File: src/hdl/clps_pkg.sv
// clps_pkg: shared types and constants for the charlieplexed led scanner
// no dependencies; used by clps_state, clps_phase_dec, charlieplex_led_scanner and tb_top
`timescale 1ns / 1ps

package clps_pkg;

  localparam int unsigned MapBytes  = 3;
  localparam int unsigned NumPins   = 6;
  localparam int unsigned PhaseW    = 3;
  localparam int unsigned IdxW      = 2;
  localparam logic [7:0]  MapReset  = 8'hff;
  localparam logic [2:0]  LastPhase = 3'd5;

  typedef enum logic {
    OP_TICK  = 1'b0,
    OP_WRITE = 1'b1
  } opcode_e;

  typedef logic [NumPins-1:0] pins_t;
  typedef logic [PhaseW-1:0]  phase_t;
  typedef logic [MapBytes-1:0][7:0] seg_map_t;

  // state update issued by the pipeline when an item leaves the input register
  typedef struct packed {
    logic             map_we;
    logic [IdxW-1:0]  map_idx;
    logic [7:0]       map_data;
    logic             phase_adv;
  } state_upd_t;

endpackage

File: src/hdl/clps_state.sv
// clps_state: segment map bytes, scan phase and scan enable registers
// depends on clps_pkg
`timescale 1ns / 1ps

module clps_state (
  input  logic                  clk_i,
  input  logic                  rst_ni,
  input  clps_pkg::state_upd_t  upd_i,
  input  logic                  cfg_we_i,
  input  logic                  cfg_data_i,
  output clps_pkg::seg_map_t    seg_map_o,
  output clps_pkg::phase_t      phase_o,
  output logic                  scan_en_o
);

  clps_pkg::seg_map_t map_q, map_d;
  clps_pkg::phase_t   phase_q, phase_d;
  logic               scan_en_q, scan_en_d;

  always_comb begin
    map_d     = map_q;
    phase_d   = phase_q;
    scan_en_d = scan_en_q;
    // index three addresses nothing
    if (upd_i.map_we && (upd_i.map_idx < clps_pkg::IdxW'(clps_pkg::MapBytes))) begin
      map_d[upd_i.map_idx] = upd_i.map_data;
    end
    if (upd_i.phase_adv) begin
      phase_d = (phase_q >= clps_pkg::LastPhase) ? '0 : phase_q + 3'd1;
    end
    if (cfg_we_i) begin
      scan_en_d = cfg_data_i;
    end
  end

  always_ff @(posedge clk_i or negedge rst_ni) begin
    if (!rst_ni) begin
      map_q     <= {clps_pkg::MapBytes{clps_pkg::MapReset}};
      phase_q   <= '0;
      scan_en_q <= 1'b1;
    end else begin
      map_q     <= map_d;
      phase_q   <= phase_d;
      scan_en_q <= scan_en_d;
    end
  end

  assign seg_map_o = map_q;
  assign phase_o   = phase_q;
  assign scan_en_o = scan_en_q;

endmodule

File: src/hdl/clps_phase_dec.sv
// clps_phase_dec: pin drive and level decode for one scan phase
// depends on clps_pkg
`timescale 1ns / 1ps

module clps_phase_dec (
  input  clps_pkg::seg_map_t seg_map_i,
  input  clps_pkg::phase_t   phase_i,
  input  logic               scan_en_i,
  output clps_pkg::pins_t    drive_o,
  output clps_pkg::pins_t    level_o
);

  logic [7:0] m0, m1, m2;

  assign m0 = seg_map_i[0];
  assign m1 = seg_map_i[1];
  assign m2 = seg_map_i[2];

  always_comb begin
    drive_o = '0;
    level_o = '0;
    if (scan_en_i) begin
      case (phase_i)
        3'd0: begin
          // pin3 low, segments high
          drive_o[2]   = 1'b1;
          drive_o[5:3] = {m2[7], m1[7], m0[7]};
          level_o[5:3] = {m2[7], m1[7], m0[7]};
        end
        3'd1: begin
          drive_o[0]   = 1'b1;
          drive_o[5:1] = m0[4:0];
          level_o[5:1] = m0[4:0];
        end
        3'd2: begin
          // pin1 high, segments low
          drive_o[0]   = 1'b1;
          level_o[0]   = 1'b1;
          drive_o[5:1] = m1[4:0];
        end
        3'd3: begin
          drive_o[1]   = 1'b1;
          drive_o[5:2] = {m1[6], m1[5], m0[6], m0[5]};
          level_o[5:2] = {m1[6], m1[5], m0[6], m0[5]};
        end
        3'd4: begin
          drive_o[1]   = 1'b1;
          level_o[1]   = 1'b1;
          drive_o[5:2] = m2[3:0];
        end
        3'd5: begin
          drive_o[2]   = 1'b1;
          level_o[2]   = 1'b1;
          drive_o[5:3] = m2[6:4];
        end
        default: begin
          drive_o = '0;
          level_o = '0;
        end
      endcase
    end
  end

endmodule

File: src/hdl/charlieplex_led_scanner.sv
// Six-pin charlieplexed led scanner for a 24-segment display. One transaction is
// accepted per clock while in_ready_o is high. An accepted item waits in the input
// register; a tick then loads its result into the result register when it leaves
// the input register, while a map write yields nothing. Throughput is set by the
// result register alone: in_ready_o drops only while a tick waits in the input
// register and the result register holds a result not yet taken. Map writes take
// effect in transaction order; scan_enable is a plain register written whenever
// cfg_we_i is high and resets to 1.
// depends on clps_pkg, clps_state, clps_phase_dec
`timescale 1ns / 1ps

module charlieplex_led_scanner (
  input  logic       clk_i,
  input  logic       rst_ni,
  input  logic       in_valid_i,
  output logic       in_ready_o,
  input  logic       opcode_i,
  input  logic [1:0] map_index_i,
  input  logic [7:0] map_data_i,
  input  logic       cfg_we_i,
  input  logic       cfg_data_i,
  output logic       out_valid_o,
  input  logic       out_ready_i,
  output logic [5:0] pin_drive_o,
  output logic [5:0] pin_level_o,
  output logic [2:0] scan_phase_out_o
);

  logic                 in_valid_q, in_valid_d;
  clps_pkg::opcode_e    op_q;
  logic [1:0]           idx_q;
  logic [7:0]           data_q;

  logic                 out_valid_q, out_valid_d;
  clps_pkg::pins_t      drive_q, level_q;
  clps_pkg::phase_t     phase_out_q;

  logic                 is_tick;
  logic                 out_free;
  logic                 advance;
  logic                 in_take;

  clps_pkg::state_upd_t upd;
  clps_pkg::seg_map_t   seg_map;
  clps_pkg::phase_t     phase;
  logic                 scan_en;
  clps_pkg::pins_t      drive, level;

  assign is_tick  = (op_q == clps_pkg::OP_TICK);
  assign out_free = !out_valid_q || out_ready_i;
  assign advance  = in_valid_q && (!is_tick || out_free);
  assign in_ready_o = !in_valid_q || advance;
  assign in_take  = in_valid_i && in_ready_o;

  always_comb begin
    upd.map_we    = advance && !is_tick;
    upd.map_idx   = idx_q;
    upd.map_data  = data_q;
    upd.phase_adv = advance && is_tick && scan_en;
  end

  clps_state u_state (
    .clk_i      (clk_i),
    .rst_ni     (rst_ni),
    .upd_i      (upd),
    .cfg_we_i   (cfg_we_i),
    .cfg_data_i (cfg_data_i),
    .seg_map_o  (seg_map),
    .phase_o    (phase),
    .scan_en_o  (scan_en)
  );

  clps_phase_dec u_dec (
    .seg_map_i (seg_map),
    .phase_i   (phase),
    .scan_en_i (scan_en),
    .drive_o   (drive),
    .level_o   (level)
  );

  always_comb begin
    in_valid_d = in_take || (in_valid_q && !advance);
    if (advance && is_tick) begin
      out_valid_d = 1'b1;
    end else if (out_ready_i) begin
      out_valid_d = 1'b0;
    end else begin
      out_valid_d = out_valid_q;
    end
  end

  always_ff @(posedge clk_i or negedge rst_ni) begin
    if (!rst_ni) begin
      in_valid_q  <= 1'b0;
      out_valid_q <= 1'b0;
    end else begin
      in_valid_q  <= in_valid_d;
      out_valid_q <= out_valid_d;
    end
  end

  // payload registers
  always_ff @(posedge clk_i) begin
    if (in_take) begin
      op_q   <= clps_pkg::opcode_e'(opcode_i);
      idx_q  <= map_index_i;
      data_q <= map_data_i;
    end
    if (advance && is_tick) begin
      drive_q     <= drive;
      level_q     <= level;
      phase_out_q <= phase;
    end
  end

  assign out_valid_o      = out_valid_q;
  assign pin_drive_o      = drive_q;
  assign pin_level_o      = level_q;
  assign scan_phase_out_o = phase_out_q;

endmodule

File: config.mk
export PLATFORM = sky130hd
export DESIGN_NAME = charlieplex_led_scanner
export DESIGN_NICKNAME = d
export VERILOG_FILES = /design/src/hdl/clps_pkg.sv /design/src/hdl/clps_state.sv /design/src/hdl/clps_phase_dec.sv /design/src/hdl/charlieplex_led_scanner.sv
export SDC_FILE = /design/constraint.sdc
export NUM_CORES = 1
export LEC_CHECK = 0
export ABC_AREA = 1
export BUFFER_PORTS_ARGS = -buffer_cell sky130_fd_sc_hd__buf_4
export CORE_UTILIZATION = 29
export DETAILED_ROUTE_END_ITERATION = 8
export GPL_ROUTABILITY_DRIVEN = 0
export MAX_ROUTING_LAYER = met4
export PLACE_DENSITY = 0.54
export REMOVE_ABC_BUFFERS = 1
export SKIP_CTS_REPAIR_TIMING = 1
export SLEW_MARGIN = 20
export SYNTH_ARGS = -nofsm -noshare
export SYNTH_HDL_FRONTEND = slang
export SYNTH_SLANG_ARGS = --single-unit
File: constraint.sdc
create_clock -name clk_i -period 2.71 [get_ports clk_i]
set_input_delay 0.1355 -clock clk_i [delete_from_list [all_inputs] [get_ports clk_i]]
set_output_delay 0.1355 -clock clk_i [all_outputs]
set_load 0.005 [all_outputs]
## Word level (Yosys, flattened, before mapping)

Cells that the tools add are included.

- Equal/unequal tests: 5
- Bitwise logic cells: 1
- Reductions and logical operators: 19
- Mux-type cells: 13
- Magnitude comparators: 4
- $add $sub $neg: 1

Operator list:

| operator | number |
|---|---|
| 24-bit bitwise mux | 1 |
| 4-bit one-hot mux with 6 select lines | 1 |
| 8-bit demux with 2-bit select | 1 |
| 3-bit one-hot mux with 3 select lines | 1 |
| 1-bit logical AND | 8 |
| 8-bit 2-to-1 mux | 1 |
| 3-bit by 2-bit == test with 1-bit output, second input constant | 2 |
| 3-bit == test, second input constant | 2 |
| 1-bit one-hot mux with 3 select lines | 2 |
| 1-bit logical OR | 4 |
| 1-bit 2-to-1 mux | 4 |
| 2-bit OR reduction | 2 |
| 3-bit by 1-bit adder with 3-bit output, second input constant | 1 |
| 3-bit by 1-bit == test with 1-bit output, second input constant | 1 |
| 3-bit >= comparator, second input constant | 1 |
| 1-bit zero test | 3 |
| 3-bit zero test | 1 |
| 2-bit by 3-bit < comparator with 1-bit output, second input constant | 1 |
| 3-bit 2-to-1 mux | 1 |
| 2-bit by 1-bit >= comparator with 1-bit output, second input constant | 1 |
| 2-bit < comparator, second input constant | 1 |
| 1-bit one-hot mux with 2 select lines | 1 |
| 2-bit nonzero test | 1 |
| 1-bit NOT | 1 |

- Output and inout bits: 17
- Bits in registers: 56
- Logic and storage cells: 56
- Bits of input ports: 17

## Logic depth before layout (Yosys ltp)

- Word-level depth: 7
- Depth in mapped cells: 9
- Gate-level depth less buffers: 8

## Modules after synthesis

Synthesis repeated with hierarchy kept, for this count alone.

- Cells, all modules: 231
- Area total of the unflattened synthesis: 2,479.9 µm²

By module, submodules not included:

| module | instances | area an instance (µm²) | seq. area each (µm²) | cells each |
|---|---|---|---|---|
| clps_state | 1 | 1,197.4 | 732.0 | 116 |
| charlieplex_led_scanner | 1 | 907.1 | 830.8 | 47 |
| clps_phase_dec | 1 | 375.4 | 0.0 | 68 |

## Worst setup path before layout

Ideal clock, no wire load.

- Kind: register to register
- From: reg op_q
- To: reg drive_q[0], in the netlist pin_drive_o[0], enable pin
- Clock period less this slack: 1.678 ns
- Library setup time: 0.386 ns
- Path buffers: 0
- Required time: 2.324 ns
- Stages on the path, launching flop included: 4
- Data arrival time: 1.292 ns
- Path slack: 1.032 ns
- Cells stage by stage: edfxtp_1 > nor2_1 > inv_1 > nor2_1

- Longest elaborated chain between the ends: 3
- Elaborated cells on any way between the ends: 4
- Those cells by class: bitwise: 1; reduce/logical: 3

RTL lines:

| what | RTL line | RTL |
|---|---|---|
| start, declared | charlieplex_led_scanner.sv:30 | `clps_pkg::opcode_e op_q;` |
| start signal, assigned | charlieplex_led_scanner.sv:105 | `op_q <= clps_pkg::opcode_e'(opcode_i);` |
| 1-bit logical OR | charlieplex_led_scanner.sv:51 | `assign advance = in_valid_q && (!is_tick \|\| out_free);` |
| 1-bit logical AND | charlieplex_led_scanner.sv:51 |  |
| 1-bit logical AND (*) | charlieplex_led_scanner.sv:109 | `if (advance && is_tick) begin` |
| end signal, assigned | charlieplex_led_scanner.sv:110 | `drive_q <= drive;` |
| end, declared | charlieplex_led_scanner.sv:35 | `clps_pkg::pins_t drive_q, level_q;` |

Mark *: on every way between the ends. The rest lies on a longest branch, timed or not.
A chain may end at the register's enable or synchronous reset.

## Worst setup path in the final report

- From: reg u_state.phase_q[2], in the netlist u_state.phase_o[2]
- To: reg drive_q[2], in the netlist pin_drive_o[2] (data pin)

- Longest elaborated chain between the ends: 2
- Elaborated cells on any way between the ends: 7
- Those cells by class: eq/ne: 5; mux: 1; reduce/logical: 1

RTL lines:

| what | RTL line | RTL |
|---|---|---|
| start, declared | clps_state.sv:17 | `clps_pkg::phase_t phase_q, phase_d;` |
| start signal, assigned | clps_state.sv:43 | `phase_q <= phase_d;` |
| 3-bit == test (tied with other cells) | clps_phase_dec.sv:23 | `case (phase_i)` |
| 4-bit one-hot mux with 6 select lines (*) | clps_phase_dec.sv:23 |  |

Marked as above.

==> impl_metrics.sql <==
INSERT INTO impl_metrics (metric_group, metric, value, unit) VALUES
('global_route', 'grt_max_degree', '31', ''),
('global_route', 'first_global_vias', '1558', ''),
('status', 'outcome', 'completed', ''),
('sta', 'timing.fmax', '541', 'MHz'),
('placement', 'detailed_place_hpwl', '3.22', 'mm'),
('power', 'static-leakage-power', '1.36', 'nW'),
('min_path', 'hold_path_class', 'input port to register', ''),
('cts', 'cts_num_sinks', '56', ''),
('placement', 'pre_cts_ws', '0.888', 'ns'),
('detailed_routing', 'drt_pre_antenna_iters', '4', ''),
('floorplanning', 'floorplan.initialDensity', '30.1', '%'),
('setup_path', 'largest_driver_fanout_on_the_critical_path', '17', ''),
('cts', 'clock-root-buffer', 'sky130_fd_sc_hd__clkbuf_8', ''),
('min_path', 'whs_path_cells', '3', ''),
('sta', 'tightestPinTransition', '0.525', 'ns'),
('setup_path', 'crit-reg2reg-capture', 'pin_drive_o[2]$_SDFFCE_PN0P_', ''),
('setup_path', 'critPathSlowestCell', 'sky130_fd_sc_hd__dfrtp_1', ''),
('cts', 'cts-htree-levels', '2', ''),
('layout', 'sequential_cell_area', '1560', 'µm²'),
('detailed_routing', 'vias_per_cell', '4.41', ''),
('sta', 'final_slew_viol_count', '0', ''),
('detailed_routing', 'route.antenna.remaining_nets', '0', ''),
('setup_path', 'r2r-start', 'u_state.phase_o[2]$_DFFE_PN0P_', ''),
('logic_synthesis', 'netlist-cell-type-count', '19', ''),
('global_route', 'globalRouteOverflowTotal', '0', ''),
('min_path', 'timing.hold.worst.start', 'in_valid_i', ''),
('logic_synthesis', 'syn_area', '2470', 'µm²'),
('logic_synthesis', 'synth_area_per_cell', '10.3', 'µm²'),
('power', 'ir_worst_vdd', '0.233', 'mV'),
('logic_synthesis', 'yosys_warnings', '0', ''),
('sta', 'final_setup_violation_count', '0', ''),
('setup_path', 'worstPathCellList', 'inv_2 -> ha_1 -> nand2_1 -> inv_1 -> nor2_1 -> nand3_1 -> nand2_1 -> inv_1', ''),
('sta', 'setup-tns-final', '0', 'ns'),
('floorplanning', 'floorplan.io_pins', '34', ''),
('cts', 'clk_latency_worst_skew_pair', '0.31', 'ns'),
('setup_path', 'reg2regPathDepth', '8', ''),
('setup_path', 'criticalPathCategory', 'register to register', ''),
('layout', 'multi_input_combinational_cell_area', '727', 'µm²'),
('setup_path', 'critPathArrivalTime', '1.93', 'ns'),
('sta', 'worst_skew', '0.00624', 'ns'),
('setup_path', 'reg2reg_slack', '0.86', 'ns'),
('cts', 'cts_clock_pin_slew_for_the_worst_setup_and_hold_paths', '0.09', 'ns'),
('min_path', 'hold_path_end', 'in_valid_q$_DFF_PN0_', ''),
('sta', 'holdWs', '0.0269', 'ns'),
('global_route', 'global_route_wire_length_before_repair', '7.55', 'mm'),
('logic_synthesis', 'synth_cells', '239', ''),
('setup_path', 'worstSetupEndpointType', 'register', ''),
('cts', 'num_cts_buffers', '5', ''),
('sta', 'grt_setup_unrepaired', 'false', ''),
('logic_synthesis', 'seq_total_area_yosys', '63.2', '%'),
('detailed_routing', 'totalWireLength', '4.50', 'mm'),
('setup_path', 'timing.critical_path.slowest_cell_delay', '0.68', 'ns'),
('floorplanning', 'core.rowCount', '33', ''),
('layout', 'drive_gt1_share', '26.0', '%'),
('logic_synthesis', 'synth_area_leaders', 'sky130_fd_sc_hd__edfxtp_1 (32%), sky130_fd_sc_hd__dfstp_2 (27%), sky130_fd_sc_hd__nand2_1 (8.1%)', ''),
('logic_synthesis', 'synth_top_cell_by_area', 'sky130_fd_sc_hd__edfxtp_1', ''),
('logic_synthesis', 'postSynthRegisterBits', '56', ''),
('detailed_routing', 'initialDrtViolationCount', '87', ''),
('placement', 'port_buffers', '33', ''),
('layout', 'layout.nets', '310', ''),
('setup_path', 'critical_path.startpoint', 'u_state.phase_o[2]$_DFFE_PN0P_', ''),
('layout', 'insertedDiodeCount', '0', ''),
('layout', 'areaGrowthSynthToFinish', '22.9', '%'),
('setup_path', 'critical_path.n_buffers_inverters', '3', ''),
('sta', 'finalHoldViolCount', '0', ''),
('sta', 'max-slew-margin-rel', '65.0', '%'),
('floorplanning', 'die_w', '94.3', 'µm'),
('power', 'power.density_cell_area', '785', 'nW/µm²'),
('floorplanning', 'dieArea', '8890', 'µm²'),
('setup_path', 'crit_required', '2.79', 'ns'),
('detailed_routing', 'drt-wirelength-per-cell', '11.5', 'µm');
stage by stage:
| stage | area, µm² | total power, W | cells |
|---|---|---|---|
| floorplan | 2400 | 0.00165 | 232 |
| global placement | 2800 | 0.00185 | 372 |
| detailed placement | 2800 | 0.00187 | 372 |
| CTS | 2910 | 0.00240 | 380 |
| global route | 3040 | 0.00255 | 393 |
| finish | 3040 | 0.00238 | 393 |
area by class of cell:
class                      instances  share of cell area, %
clock buffer                       7                   3.54
clock inverter                     1                  0.124
inverter                          30                   3.71
multi-input combinational        146                   23.9
sequential                        56                   51.4
tap                              105                   4.32
timing repair buffer              48                   12.9
cell usage after synthesis (all sizes together):
library cell,number
nor3,2
dfrtp,5
nand3,31
edfxtp,26
o21ai,33
nand2,55
dfstp,25
inv,30
ha,6
buf,7
nor2,13
a21oi,6
sequential cells by signal, summed over array words and instances, names as in the netlist:
| register | flops |
|---|---|
| u_state.seg_map_o | 24 |
| data_q | 8 |
| pin_drive_o | 6 |
| pin_level_o | 6 |
| scan_phase_out_o | 3 |
| u_state.phase_o | 3 |
| idx_q | 2 |
| in_valid_q | 1 |
| op_q | 1 |
| out_valid_o | 1 |
| u_state.scan_en_o | 1 |
tightest hold or removal path, stage by stage:
cell	delay (ns)
sky130_fd_sc_hd__buf_4	0.08
sky130_fd_sc_hd__inv_1	0.04
sky130_fd_sc_hd__nand2_1	0.06
kinds of logic after synthesis:
logic type | after synthesis | share of synthesized area, %
compound gates | 39 | 8.05
fa+ha+maj | 6 | 3.04
simple gates | 101 | 18.3
flops | 56 | 63.2
buf+inv | 37 | 7.34
worst max-delay path by stage:
stage / to / slack [ns] / depth (start not counted)
floorplan: pin_drive_o[0]$_SDFFCE_PN0P_ / 1.03 / 3
global placement: pin_drive_o[2]$_SDFFCE_PN0P_ / 0.96 / 8
detailed placement: pin_drive_o[2]$_SDFFCE_PN0P_ / 0.89 / 8
CTS: pin_drive_o[2]$_SDFFCE_PN0P_ / 0.88 / 8
global route: pin_drive_o[2]$_SDFFCE_PN0P_ / 0.62 / 8
finish: pin_drive_o[2]$_SDFFCE_PN0P_ / 0.86 / 8
power breakdown:
| part | internal, W | switching (W) | total (W) |
|---|---|---|---|
| logic | 0.000258 | 0.000383 | 0.000641 |
| clock network | 0.000261 | 0.000259 | 0.000520 |
| registers | 0.00111 | 0.000118 | 0.00122 |
routing by layer:
| layer | GRT usage [%] | vias to the layer above | part of all wire (%) |
|---|---|---|---|
| met1 | 14.6 | 803 | 49 |
| met5 | - | - | 0 |
| met4 | 4.23 | 0 | 1.1 |
| met3 | 2.51 | 5 | 4.3 |
| met2 | 17.6 | 40 | 45 |
| li1 | - | 885 | - |
(Power assumes the default switching activity.)
